**src/rtl/core/mws_queue.sv**
```systemverilog
module mws_queue #(
  parameter int DW = 8
) (
  input  logic          clk,
  input  logic          rst_n,
  input  logic          push,
  input  logic [DW-1:0] wdata,
  output logic          full,
  input  logic          pop,
  output logic          valid,
  output logic [DW-1:0] rdata
);

  localparam int DEPTH = 4;
  localparam int AW    = $clog2(DEPTH);

  logic [DW-1:0] mem_r [DEPTH];
  logic [AW-1:0] wp_r;
  logic [AW-1:0] rp_r;
  logic [AW:0]   cnt_r;

  assign full  = (cnt_r == (AW+1)'(DEPTH));
  assign valid = (cnt_r != '0);
  assign rdata = mem_r[rp_r];

  // storage
  always_ff @(posedge clk) begin
    if (push) begin
      mem_r[wp_r] <= wdata;
    end
  end

  // pointers and fill count
  always_ff @(posedge clk) begin
    if (!rst_n) begin
      wp_r  <= '0;
      rp_r  <= '0;
      cnt_r <= '0;
    end else begin
      if (push) begin
        wp_r <= wp_r + AW'(1);
      end
      if (pop) begin
        rp_r <= rp_r + AW'(1);
      end
      unique case ({push, pop})
        2'b10:   cnt_r <= cnt_r + (AW+1)'(1);
        2'b01:   cnt_r <= cnt_r - (AW+1)'(1);
        default: cnt_r <= cnt_r;
      endcase
    end
  end

`ifndef SYNTHESIS
  // a lone push grows the fill count by one
  a_fill_up: assert property (@(posedge clk) disable iff (!rst_n)
    push && !pop |=> cnt_r == (AW+1)'($past(cnt_r) + (AW+1)'(1)))
    else $error("queue count did not follow push");
`endif

endmodule

```
**config.mk**
```make
export PLATFORM = sky130hd
export DESIGN_NAME = mws_queue
export DESIGN_NICKNAME = d
export VERILOG_FILES = /design/src/rtl/core/mws_queue.sv
export SDC_FILE = /design/constraint.sdc
export NUM_CORES = 1
export LEC_CHECK = 0
export BUFFER_PORTS_ARGS = -buffer_cell sky130_fd_sc_hd__buf_4
export CORE_MARGIN = 3
export CORE_UTILIZATION = 59
export CTS_BUF_LIST = sky130_fd_sc_hd__clkbuf_16
export DETAILED_ROUTE_END_ITERATION = 10
export PLACE_DENSITY_LB_ADDON = 0.08
export SLEW_MARGIN = 5
export SYNTH_ARGS = -nofsm -noshare
export SYNTH_HDL_FRONTEND = slang
export SYNTH_SLANG_ARGS = --single-unit
```
**constraint.sdc**
```tcl
create_clock -name clk -period 4.66 [get_ports clk]
set_input_delay 0.932 -clock clk [delete_from_list [all_inputs] [get_ports clk]]
set_output_delay 0.932 -clock clk [all_outputs]
set_load 0.05 [all_outputs]
```
# --- After elaboration in Yosys (flattened, before gate mapping) ---
# Memory sizes are Yosys's and may differ from the RTL's. A register that Yosys moved wholly into a read port is not among the register bits.
# Index checks and enable logic that the tools add are counted.
op_classes:
  reduce_logical: 2
  n_addsub: 4
  muxes: 5
  n_eq_ne: 3
op_table:
  columns: ["op", "count"]
  rows:
  - ["one-hot mux 3 bit (2 select lines)", 1]
  - ["adder 2 x 1 -> 2 bit, second input constant", 2]
  - ["2-to-1 mux 2 bit", 2]
  - ["adder 3 x 1 -> 3 bit, second input constant", 1]
  - ["== test 3 bit, second input constant", 1]
  - ["nonzero test 3 bit", 1]
  - ["subtractor 3 x 1 -> 3 bit, second input constant", 1]
  - ["== test 2 x 1 -> 1 bit, second input constant", 1]
  - ["== test 2 bit, second input constant", 1]
  - ["2-to-1 mux 1 bit", 2]
  - ["nonzero test 2 bit", 1]
totals:
  in_bits: 12
  wordCells: 18
  ramBits: 32
  mem_count: 1
  reg_bits: 7
  out_inout_bits: 10
memory_table:
  columns: ["memory", "depth", "word_bits", "rd", "rd_clocked_by_memory_dff", "write_ports", "line", "rtl"]
  rows:
  - ["mem_r", 4, 8, 1, 1, 1, "17", "logic [DW-1:0] mem_r [DEPTH];"]

# --- Logic depth before layout (Yosys ltp) ---
logic_depth:
  ltp_word: 3
  mapped_depth: 6
  ltp_nobuf: 6

# --- Worst setup path after synthesis ---
# No wires, ideal clock.
synth_timing:
  kind: "reg2out"
  start: "reg cnt_r[0]"
  end: "out full"
  n_path_buf: 0
  t_arrival_ns: 1.498
  setup_slack_ns: 2.230
  path_stages_with_launch: 2
  t_required_ns: 3.728
  cell_sequence: "dfxtp_1 -> nor3b_1"
synth_via:
  elab_chain_len: 1
synth_lines:
  columns: ["item", "line", "rtl"]
  rows:
  - ["start, declared", "20", "logic [AW:0] cnt_r;"]
  - ["start signal, assigned", "47", "2'b10: cnt_r <= cnt_r + (AW+1)'(1);"]
  - ["start signal, assigned", "48", "2'b01: cnt_r <= cnt_r - (AW+1)'(1);"]
  - ["start signal, assigned", "49", "default: cnt_r <= cnt_r;"]
  - ["== test 3 bit", "22", "assign full = (cnt_r == (AW+1)'(DEPTH));"]
  - ["end, declared", "8", "output logic full,"]
# No other way between the ends.

==> impl_metrics.toml <==
[clock_network]
cts_setup_buffers = 0
tritoncts = "built"
root_buffer = "clkbuf_16"
clk_latency_ps = 270
cts_hold_buf = 0
cts_resized = 0
clkSinkCount = 41
cts_buffers = 5
h-tree-depth = 2
clk_pin_slew_ps = 50
ctsLongestPathBuffers = 2

[sta]
hold_viol = 0
clock.fmax_ghz = 0.381
min_period_over_period_pct = 56.3
min_period_ps = 2620
fin_tns_setup_ps = 0
clock_skew_ps = 2.58
worstMarginPinSlew_ps = 508
slew_violations = 0
slew_headroom_pct = 66.1
setup_viol = 0
rsz0062_at_grt = "false"

[yosys]
yosysWarnings = 0
synth_top_cell_by_area = "edfxtp_1"
synth_cell_type_count = 18
synth_commonest_cells = "edfxtp_1 (32), and2_1 (9), dfxtp_1 (9)"
syn_inst = 84
synth-edff-count = 32
syn-num-nets = 102
synth_area_mm2 = 0.00160
synthTopCellsByArea = "edfxtp_1 (60%), dfxtp_1 (11%), mux4_2 (11%)"
synth.most_common_cell = "edfxtp_1"
ys_ff_latch = 41
synth_seq_area_share_pct = 71.3
postSynth.asyncResetShare_pct = 0
synth_top_area_share_pct = 60.0
avgSynthCellArea_um2 = 19.1
synth_flop_cell = "edfxtp_1"

[worst_setup_path]
endpoint_kind = "output pin"
worstPathMaxFanout = 8
cp.required_ps = 3730
path_class = "reg -> out"
rrSetupSlack_ps = 3190
cp-start-kind = "register"
arrival_ps = 1690

[floorplanning]
start_util_pct = 63.4
dieArea_mm2 = 0.00337
coreArea_mm2 = 0.00252
rows = 18
ioPinCount = 22
die_h_um = 58.1
die_x_um = 58.1

[route]
drt_iter0_drc = 18
drc = 0
vias = 764
drtPass1Iterations = 4
wl_per_cell_um = 15.8
drt.antenna.violating_nets = 0
routed_via_density = 5.46
wl_mm = 2.21

[power]
p_leak_nw = 0.709
p_total_w = 0.000874
max-vdd-ir-drop_mv = 0.412
p_per_area_mw_per_mm2 = 457

[grt]
grtUsageTotal_pct = 16.5
grt_first_pass_wirelength_mm = 3.80
grt_max_degree = 13
grt_pass1_vias = 787
grt_overflow = 0
antenna_found_initial = 0

[cells_and_area]
fin_nets = 128
num_antenna_cells = 0
area_growth_pct = 19.5
drive_gt1_share_pct = 31.8
design_area_mm2 = 0.00191
fillers = 147

[status]
status = "finished, final reports clean"

[placement]
placed_area_mm2 = 0.00178
hpwl_mm = 1.53
portBuffers = 21
place_congestion = 0.681

[job]
cap_violations = 0

[hold_path]
hold_class = "reg -> reg"
stage by stage:
step,util [%],worst slack (ps),hold slack (ps),std cells
after floorplan,-,2230,460,84
after global placement,70.5,2280,479,133
after detailed placement,70.5,2250,512,133
after CTS,75.8,1990,524,140
after global routing,75.8,1910,559,140
final,75.8,2040,517,140
per-layer routing:
layer,routed length [µm],GRT usage (%),share of wire (%)
met2,1130,25.2,51
met1,921,19.7,42
met4,39,10.9,1.8
met5,0,0,0
met3,113,5.79,5.1
report_power, final:
part | switching [W] | total, W | internal, W | leakage, nW
clock | 0.000110 | 0.000301 | 0.000191 | 0.0709
combinational | 0.0000820 | 0.000138 | 0.0000557 | 0.270
sequential | 0.0000165 | 0.000434 | 0.000418 | 0.368
logic make-up after synthesis:
| family | after synthesis | synth area share, % |
|---|---|---|
| buffers and inverters | 5 | 1.72 |
| DFF | 41 | 71.3 |
| AOI/OAI and AO/OA | 2 | 0.782 |
| xor gates and xnor gates | 5 | 2.74 |
| adders and majority gates | 6 | 5.16 |
| muxes | 10 | 12.5 |
| and+or+nand+nor | 15 | 5.79 |
state kept, by name, indices dropped and copies added (netlist names), named ones only:
| register | count |
|---|---|
| wp_r | 2 |
| mem_r | 32 |
| rp_r | 2 |
| cnt_r | 3 |
worst paths after layout:
path                 start        to  cells past startpoint
hold reg to reg   cnt_r[2]  cnt_r[2]                      2
setup / recovery  register  rdata[5]                      2
setup reg to reg  cnt_r[0]  cnt_r[2]                      4
hold / removal    cnt_r[2]  cnt_r[2]                      2
area by class of cell:
| class | count | area [µm²] | share of cell area, % |
|---|---|---|---|
| repair buffers | 21 | 158 | 8.24 |
| multi-input cells | 38 | 432 | 22.6 |
| flip-flops and latches | 41 | 1140 | 59.6 |
| well taps | 30 | 37.5 | 1.96 |
| clock inverters | 2 | 8.76 | 0.458 |
| inverters | 3 | 11.3 | 0.589 |
| clock buffers | 5 | 125 | 6.54 |
worst max-delay path, cell delays in order, from the launching register on:
cell     delay [ps]
dfxtp_1         630
mux4_2          580
buf_4           210
placed cells by master, fill, tap and decap left out:
master / Yosys / routed
nor3b_1: 1 / 1
inv_1: 3 / 4
buf_4: 0 / 21
mux2i_1: 2 / 2
xnor2_1: 3 / 3
fa_1: 1 / 1
nand2_1: 1 / 1
edfxtp_1: 32 / 32
or3_1: 2 / 2
ha_1: 5 / 5
xor2_1: 2 / 2
nor2b_1: 2 / 2
dfxtp_1: 9 / 9
and2_1: 9 / 9
clkbuf_16: 0 / 5
a21boi_1: 1 / 1
o21ai_0: 1 / 1
mux4_2: 8 / 8
clkinv_2: 0 / 1
Power figures use the tool's default switching activity.
