**src/rtl/core/mws_pkg.sv**
```systemverilog
package mws_pkg;

  // field widths of the stream and configuration ports
  localparam int SAMPLE_W    = 15;
  localparam int IN_TDATA_W  = 16;
  localparam int SUM_W       = 19;
  localparam int ROW_W       = 10;
  localparam int COL_W       = 9;
  localparam int OUT_TDATA_W = 40;
  localparam int HEIGHT_W    = 11;
  localparam int WIDTH_W     = 10;
  localparam int CFG_DATA_W  = 11;

  // frame limits
  localparam int MIN_DIM    = 3;
  localparam int MAX_HEIGHT = 1024;

  // configuration register indexes
  typedef enum logic [0:0] {
    REG_HEIGHT = 1'b0,
    REG_WIDTH  = 1'b1
  } cfg_reg_t;

  typedef logic [ROW_W-1:0] row_t;

  // per-sample classification made by the front end
  typedef struct packed {
    logic win;    // a full 3x3 window ends at this sample
    logic first;  // first window of the frame
    logic last;   // last sample of the frame
    row_t row;    // top row of the window ending here
  } win_ctrl_t;

endpackage

```
**src/rtl/core/mws_front.sv**
```systemverilog
module mws_front
  import mws_pkg::*;
#(
  parameter int MAX_WIDTH = 512,
  localparam int CW = $clog2(MAX_WIDTH)
) (
  input  logic                  clk,
  input  logic                  rst_n,
  input  logic                  cfg_wen,
  input  logic [0:0]            cfg_addr,
  input  logic [CFG_DATA_W-1:0] cfg_wdata,
  input  logic                  push,
  output win_ctrl_t             ctrl,
  output logic [CW-1:0]         col
);

  logic [ROW_W-1:0] h_last_r, h_last_nxt;
  logic [CW-1:0]    w_last_r, w_last_nxt;
  logic [ROW_W-1:0] row_r, row_nxt;
  logic [CW-1:0]    col_r, col_nxt;
  logic [HEIGHT_W-1:0] hv;
  logic [31:0]         wv;

  assign hv = cfg_wdata[HEIGHT_W-1:0];
  assign wv = 32'(cfg_wdata[WIDTH_W-1:0]);

  // classify the sample at the current position
  always_comb begin
    ctrl.win   = (row_r >= ROW_W'(2)) && (col_r >= CW'(2));
    ctrl.first = (row_r == ROW_W'(2)) && (col_r == CW'(2));
    ctrl.last  = (row_r == h_last_r) && (col_r == w_last_r);
    ctrl.row   = row_r - ROW_W'(2);
    col        = col_r;
  end

  // frame size registers and position counters
  always_comb begin
    h_last_nxt = h_last_r;
    w_last_nxt = w_last_r;
    row_nxt    = row_r;
    col_nxt    = col_r;
    priority if (cfg_wen) begin
      unique case (cfg_reg_t'(cfg_addr))
        REG_HEIGHT: begin
          priority if (hv < HEIGHT_W'(MIN_DIM)) begin
            h_last_nxt = ROW_W'(MIN_DIM - 1);
          end else if (hv > HEIGHT_W'(MAX_HEIGHT)) begin
            h_last_nxt = ROW_W'(MAX_HEIGHT - 1);
          end else begin
            h_last_nxt = ROW_W'(hv - HEIGHT_W'(1));
          end
        end
        REG_WIDTH: begin
          priority if (wv < 32'(MIN_DIM)) begin
            w_last_nxt = CW'(MIN_DIM - 1);
          end else if (wv > 32'(MAX_WIDTH)) begin
            w_last_nxt = CW'(MAX_WIDTH - 1);
          end else begin
            w_last_nxt = CW'(wv - 32'd1);
          end
        end
      endcase
      row_nxt = '0;
      col_nxt = '0;
    end else if (push) begin
      priority if (ctrl.last) begin
        row_nxt = '0;
        col_nxt = '0;
      end else if (col_r == w_last_r) begin
        row_nxt = row_r + ROW_W'(1);
        col_nxt = '0;
      end else begin
        col_nxt = col_r + CW'(1);
      end
    end
  end

  always_ff @(posedge clk) begin
    if (!rst_n) begin
      h_last_r <= ROW_W'(MIN_DIM - 1);
      w_last_r <= CW'(MIN_DIM - 1);
      row_r    <= '0;
      col_r    <= '0;
    end else begin
      h_last_r <= h_last_nxt;
      w_last_r <= w_last_nxt;
      row_r    <= row_nxt;
      col_r    <= col_nxt;
    end
  end

`ifndef SYNTHESIS
  // the last sample of a frame rewinds the position
  a_frame_wrap: assert property (@(posedge clk) disable iff (!rst_n)
    push && ctrl.last |=> row_r == '0 && col_r == '0)
    else $error("position not rewound after last sample");
`endif

endmodule

```
**config.mk**
```make
export PLATFORM = sky130hd
export DESIGN_NAME = mws_front
export DESIGN_NICKNAME = d
export VERILOG_FILES = /design/src/rtl/core/mws_pkg.sv /design/src/rtl/core/mws_front.sv
export SDC_FILE = /design/constraint.sdc
export NUM_CORES = 1
export LEC_CHECK = 0
export ABC_AREA = 1
export BUFFER_PORTS_ARGS = -buffer_cell sky130_fd_sc_hd__buf_4
export CAP_MARGIN = 20
export CORE_ASPECT_RATIO = 0.75
export CORE_MARGIN = 2
export CORE_UTILIZATION = 40
export DETAILED_ROUTE_END_ITERATION = 12
export GPL_TIMING_DRIVEN = 0
export PLACE_DENSITY = 0.58
export SLEW_MARGIN = 25
export SYNTH_ARGS = -nofsm -noshare
export SYNTH_HDL_FRONTEND = slang
export SYNTH_SLANG_ARGS = --single-unit
```
**constraint.sdc**
```tcl
create_clock -name clk -period 1.6 [get_ports clk]
set_input_delay 0.24 -clock clk [delete_from_list [all_inputs] [get_ports clk]]
set_output_delay 0.24 -clock clk [all_outputs]
set_load 0.01 [all_outputs]
```
==> Word-level counts from Yosys, hierarchy flattened <==
Index checks and enable logic that the tools add are counted.
{ "totals": {"elab_cells": 37, "output_inout_bits": 22, "input_bits": 16, "regBits": 38} }
{ "classes": {"reduce_logical": 8, "n_eq_ne": 4, "order_cmp": 6, "n_bitwise": 2, "muxes": 8, "addsub": 5} }
{ "op_table": {"columns": ["cell", "count"], "rows": [
  ["2-to-1 mux 10 bit", 4],
  ["2-to-1 mux 9 bit", 4],
  ["greater-than comparator 11 bit (second input constant)", 1],
  ["less-than comparator 11 x 2 -> 1 bit (second input constant)", 1],
  ["adder 10 x 1 -> 10 bit (second input constant)", 1],
  ["equality test 10 bit", 1],
  ["equality test 10 x 2 -> 1 bit (second input constant)", 1],
  ["greater-or-equal comparator 10 x 2 -> 1 bit (second input constant)", 1],
  ["greater-than comparator 10 bit (second input constant)", 1],
  ["less-than comparator 10 x 2 -> 1 bit (second input constant)", 1],
  ["subtractor 10 x 1 -> 10 bit (second input constant)", 1],
  ["subtractor 10 x 2 -> 10 bit (second input constant)", 1],
  ["adder 9 x 1 -> 9 bit (second input constant)", 1],
  ["equality test 9 x 2 -> 1 bit (second input constant)", 1],
  ["equality test 9 bit", 1],
  ["greater-or-equal comparator 9 x 2 -> 1 bit (second input constant)", 1],
  ["subtractor 9 x 1 -> 9 bit (second input constant)", 1],
  ["AND reduction 2 bit", 3],
  ["logical AND 1 bit", 3],
  ["inverter 1 bit", 2],
  ["nonzero test 2 bit", 1],
  ["OR reduction 2 bit", 1]
]} }

==> Longest topological paths before layout <==
{ "depth": {"word_depth": 4, "mapped_depth": 11, "depth_no_buf": 11} }

==> Worst setup path after synthesis <==
OpenSTA, ideal clock, no wires.
{ "synth_path": {"kind": "reg2out", "from": "register row_r[1]", "to": "output port ctrl[9] (netlist bit)", "arrival_time_ns": 1.339, "setup_slack_ns": 0.021, "n_path_buf": 0, "t_required_ns": 1.360, "path_stages_with_launch": 10, "path_cell_list": "dfxtp_1 inv_1 ha_1 inv_1 nor2_1 inv_1 nor2_1 nand2_1 nor2_1 xor2_1"} }
{ "synth_lines": {"columns": ["item", "line_no", "rtl"], "rows": [
  ["start, declared", "mws_front.sv:19", "logic [ROW_W-1:0] row_r, row_nxt;"],
  ["start signal, assigned", "mws_front.sv:87", "row_r <= row_nxt;"],
  ["end, declared", "mws_front.sv:13", "output win_ctrl_t ctrl,"]
]} }

==> impl_results.md <==
- Multi-input combinational cell area: 0.00185 mm^2
- List of most frequent post-synthesis cells: 129 x nand2_1, 61 x nor2_1, 47 x inv_1
- Worst reg-to-reg setup slack: -0.05 ns
- Cell type contributing the most total cell area after synthesis: dfxtp_1
- CTS Buf Count: 5
- Register area: 812 um^2
- Via count of the first global-routing pass: 2395
- Synth top area share: 29.1%
- Critical path type: reg -> out
- DIE WIDTH: 97.4 um
- Setup Total Neg Slack: -1.38 ns
- Required time of the critical path: 1.36 ns
- Highest clock rate: 545 MHz
- # diodes: 0
- Wire length per cell after detailed routing: 13.2 um
- Synth Area per Inst: 6.30 um^2
- Chip height: 74.0 um
- Met3 layer wire length in the routed design: 444 um
- Minimum clock period: 1.83 ns
- Number of nets in the layout: 511
- Arrival time at the worst endpoint: 1.59 ns
- First-pass iteration count of the detailed router: 4
- # port buffers: 37
- Largest net degree at the start of global routing: 13
- Average vias per placed instance: 4.85
- CTS hold repair buffers: 0
- Clk root buf: clkbuf_8
- Post-Place Cells: 533
- Total power divided by cell area: 574 mW/mm^2
- Number of fill cells: 641
- Synthesis-to-layout area growth: 38.5%
- First-pass GRT wire length: 11600 um
- GP Congestion: 0.912
- Fraction of final layout cells with drive strength greater than 1: 36.1%
- Worst rel slew slack: 51.4%
- GRT overflow: 0
- Top post-synthesis cells by area: dfxtp_1 29%, nand2_1 19%, nor2_1 8.8%
- Register-to-Register Path Depth: 7
- Metal2 WL: 3040 um
- DR iter-0 viols: 135
- Aggregate routed wire length: 7490 um
- Cell count after synthesis: 415
- Total number of placement rows: 25
- Finished Layout Cells: 569
- Netlist Area Pre-Place: 0.00262 mm^2
- Clock tree from TritonCTS: built
- Vias post-DR: 2761
- Clock transition at the registers of the reported paths: 0.08 ns
- Sort of element at the start of the critical path: flop
- Class of the most critical hold timing path: in -> reg
- Overall die area: 0.00721 mm^2
- Post-synthesis async set-or-reset flop share: 0%
- H-tree levels: 2
- Pre-CTS setup slack: -0.262 ns
- Worst VDD drop: 370 uV
- Final-report max-slew violation count: 0
- GRT Util Overall: 20.0%
- CTS max path bufs: 2
- Transition time of the tightest slew-check pin: 0.726 ns
- Number of warnings issued by yosys: 0
- Sequential-to-total area share from yosys stat: 29.1%
- Hold path cells: 2
- Final setup skew: 0.0126 ns
- Most numerous cell in the Yosys netlist: nand2_1
- Number of synthesized register bits: 38
- Outcome: complete, but fails checks
- Core area: 0.00632 mm^2
- Worst setup EP type: primary output
- TritonCTS Sinks: 38
- Max_cap viols: 0
- Antenna violations before repair: 0
- Synth unique cells: 37
- Met1 Wirelength: 3940 um
- Number of synthesized flops with an enable pin: 0
- Clock insertion delay at the later pin of the skew report: 0.30 ns
- Most used flip-flop cell after synthesis: dfxtp_1
- Failing checks: setup timing
- Final setup violation count: 16
- Setup repair after global routing missed its margin: yes
- Mapped Nets: 439
- Antenna viol nets, final: 0
- Dpl hpwl: 5330 um
- Number of I/O pins: 38
- Share of the clock period used by the worst path: 115%
- Leakage: 0.00158 uW
- Top metal layer carrying routed signals: met4
- Number of hold violations in the final report: 0
- Initial Utilization: 41.4%
- Remaining routing DRC violations: 0
- Smallest setup slack after layout: -0.234 ns
- Critical path peak fanout: 3
-- power by group --
part           leakage, uW  switching [uW]  internal [uW]
Sequential        0.000322            31.3            960
Clock            0.0000472             369            347
Combinational      0.00121             219            154
Total              0.00158             619           1460
-- final timing paths --
| path | start | to |
|---|---|---|
| worst max-delay path | row_r[2] | ctrl[9] |
| worst min register to register | w_last_r[6] | w_last_r[6] |
| worst min-delay path | rst_n | h_last_r[1] |
| worst max register to register | row_r[1] | row_r[6] |
-- per-layer routing --
| metal | global-route usage, % | vias to the layer above |
|---|---|---|
| met5 | 0 | - |
| met4 | 4.63 | 0 |
| met3 | 3.29 | 12 |
| met2 | 29.8 | 87 |
| met1 | 30.3 | 1220 |
| li1 | - | 1442 |
-- logic make-up (layout without fill, tap and decap cells) --
kind of cell    Yosys count  count (layout)  share of synthesized area [%]
fa+ha+maj                 8               8                           3.83
flops                    38              38                           29.1
compound gates           39              39                           8.80
simple gates            241             242                           39.9
xor+xnor                 26              26                           8.70
buf+inv                  63             135                           9.66
-- worst max-delay path, cell delays in order (launching register included) --
cell,delay (ns)
dfxtp_4,0.37
inv_4,0.06
ha_4,0.12
inv_2,0.04
nor2_4,0.07
inv_2,0.06
nor2_4,0.09
nand2_2,0.06
nor2_2,0.10
xor2_1,0.17
buf_4,0.14
-- repair_timing --
| action | 4_1_cts | 5_1_grt |
|---|---|---|
| gates cloned | 0 | 1 |
| setup buffers | 18 | 11 |
| pin swaps | 14 | 18 |
| gates resized for setup | 41 | 63 |
| setup endpoints to repair | 20 | 29 |
| hold endpoints to repair | 0 | 0 |
-- area by class of cell --
| type | count | area share (%) |
|---|---|---|
| Clock buffer | 6 | 2.28 |
| Multi-Input combinational cell | 315 | 51.1 |
| Inverter | 56 | 6.08 |
| Tap cell | 81 | 2.80 |
| Timing Repair Buffer | 66 | 14.2 |
| Buffer | 5 | 0.760 |
| Sequential cell | 38 | 22.4 |
| Clock inverter | 2 | 0.345 |
-- flip-flops by register name (all words and copies together) (netlist names) --
| register | count |
|---|---|
| h_last_r | 10 |
| w_last_r | 9 |
| col | 9 |
| row_r | 10 |
-- metrics by stage --
step / cell area (um^2) / power [uW] / hold slack [ns] / util, %
final: 3620 / 2080 / 0.143 / 57.3
after global routing: 3620 / 2200 / 0.136 / 57.3
after CTS: 3330 / 2050 / 0.129 / 52.6
after detailed placement: 3000 / 1340 / 0.452 / 47.4
after global placement: 3000 / 1340 / 0.453 / 47.4
after floorplan: 2620 / 1240 / 0.309 / -
-- cells in the final DEF (no fill, tap or decap), types with 2 or more instances in the layout --
| master | synthesis | layout |
|---|---|---|
| a21oi_1 | 23 | 20 |
| a21oi_2 | 1 | 4 |
| buf_4 | 2 | 65 |
| buf_6 | 0 | 2 |
| clkbuf_1 | 2 | 2 |
| clkbuf_8 | 0 | 6 |
| dfxtp_1 | 38 | 19 |
| dfxtp_2 | 0 | 8 |
| dfxtp_4 | 0 | 11 |
| ha_1 | 8 | 4 |
| ha_2 | 0 | 2 |
| ha_4 | 0 | 2 |
| inv_1 | 47 | 38 |
| inv_2 | 7 | 14 |
| inv_4 | 0 | 2 |
| nand2_1 | 129 | 117 |
| nand2_2 | 5 | 14 |
| nand2_4 | 0 | 2 |
| nand3_1 | 22 | 17 |
| nand3_2 | 1 | 6 |
| nand3_4 | 1 | 2 |
| nand4_1 | 6 | 6 |
| nor2_1 | 61 | 47 |
| nor2_2 | 0 | 9 |
| nor2_4 | 2 | 7 |
| nor3_1 | 5 | 2 |
| nor3_2 | 1 | 4 |
| nor3b_1 | 3 | 2 |
| o21ai_0 | 5 | 3 |
| o21ai_1 | 4 | 5 |
| xnor2_1 | 9 | 7 |
| xnor2_2 | 0 | 2 |
| xor2_1 | 17 | 17 |
No activity file was read; power rests on OpenSTA's default activity.
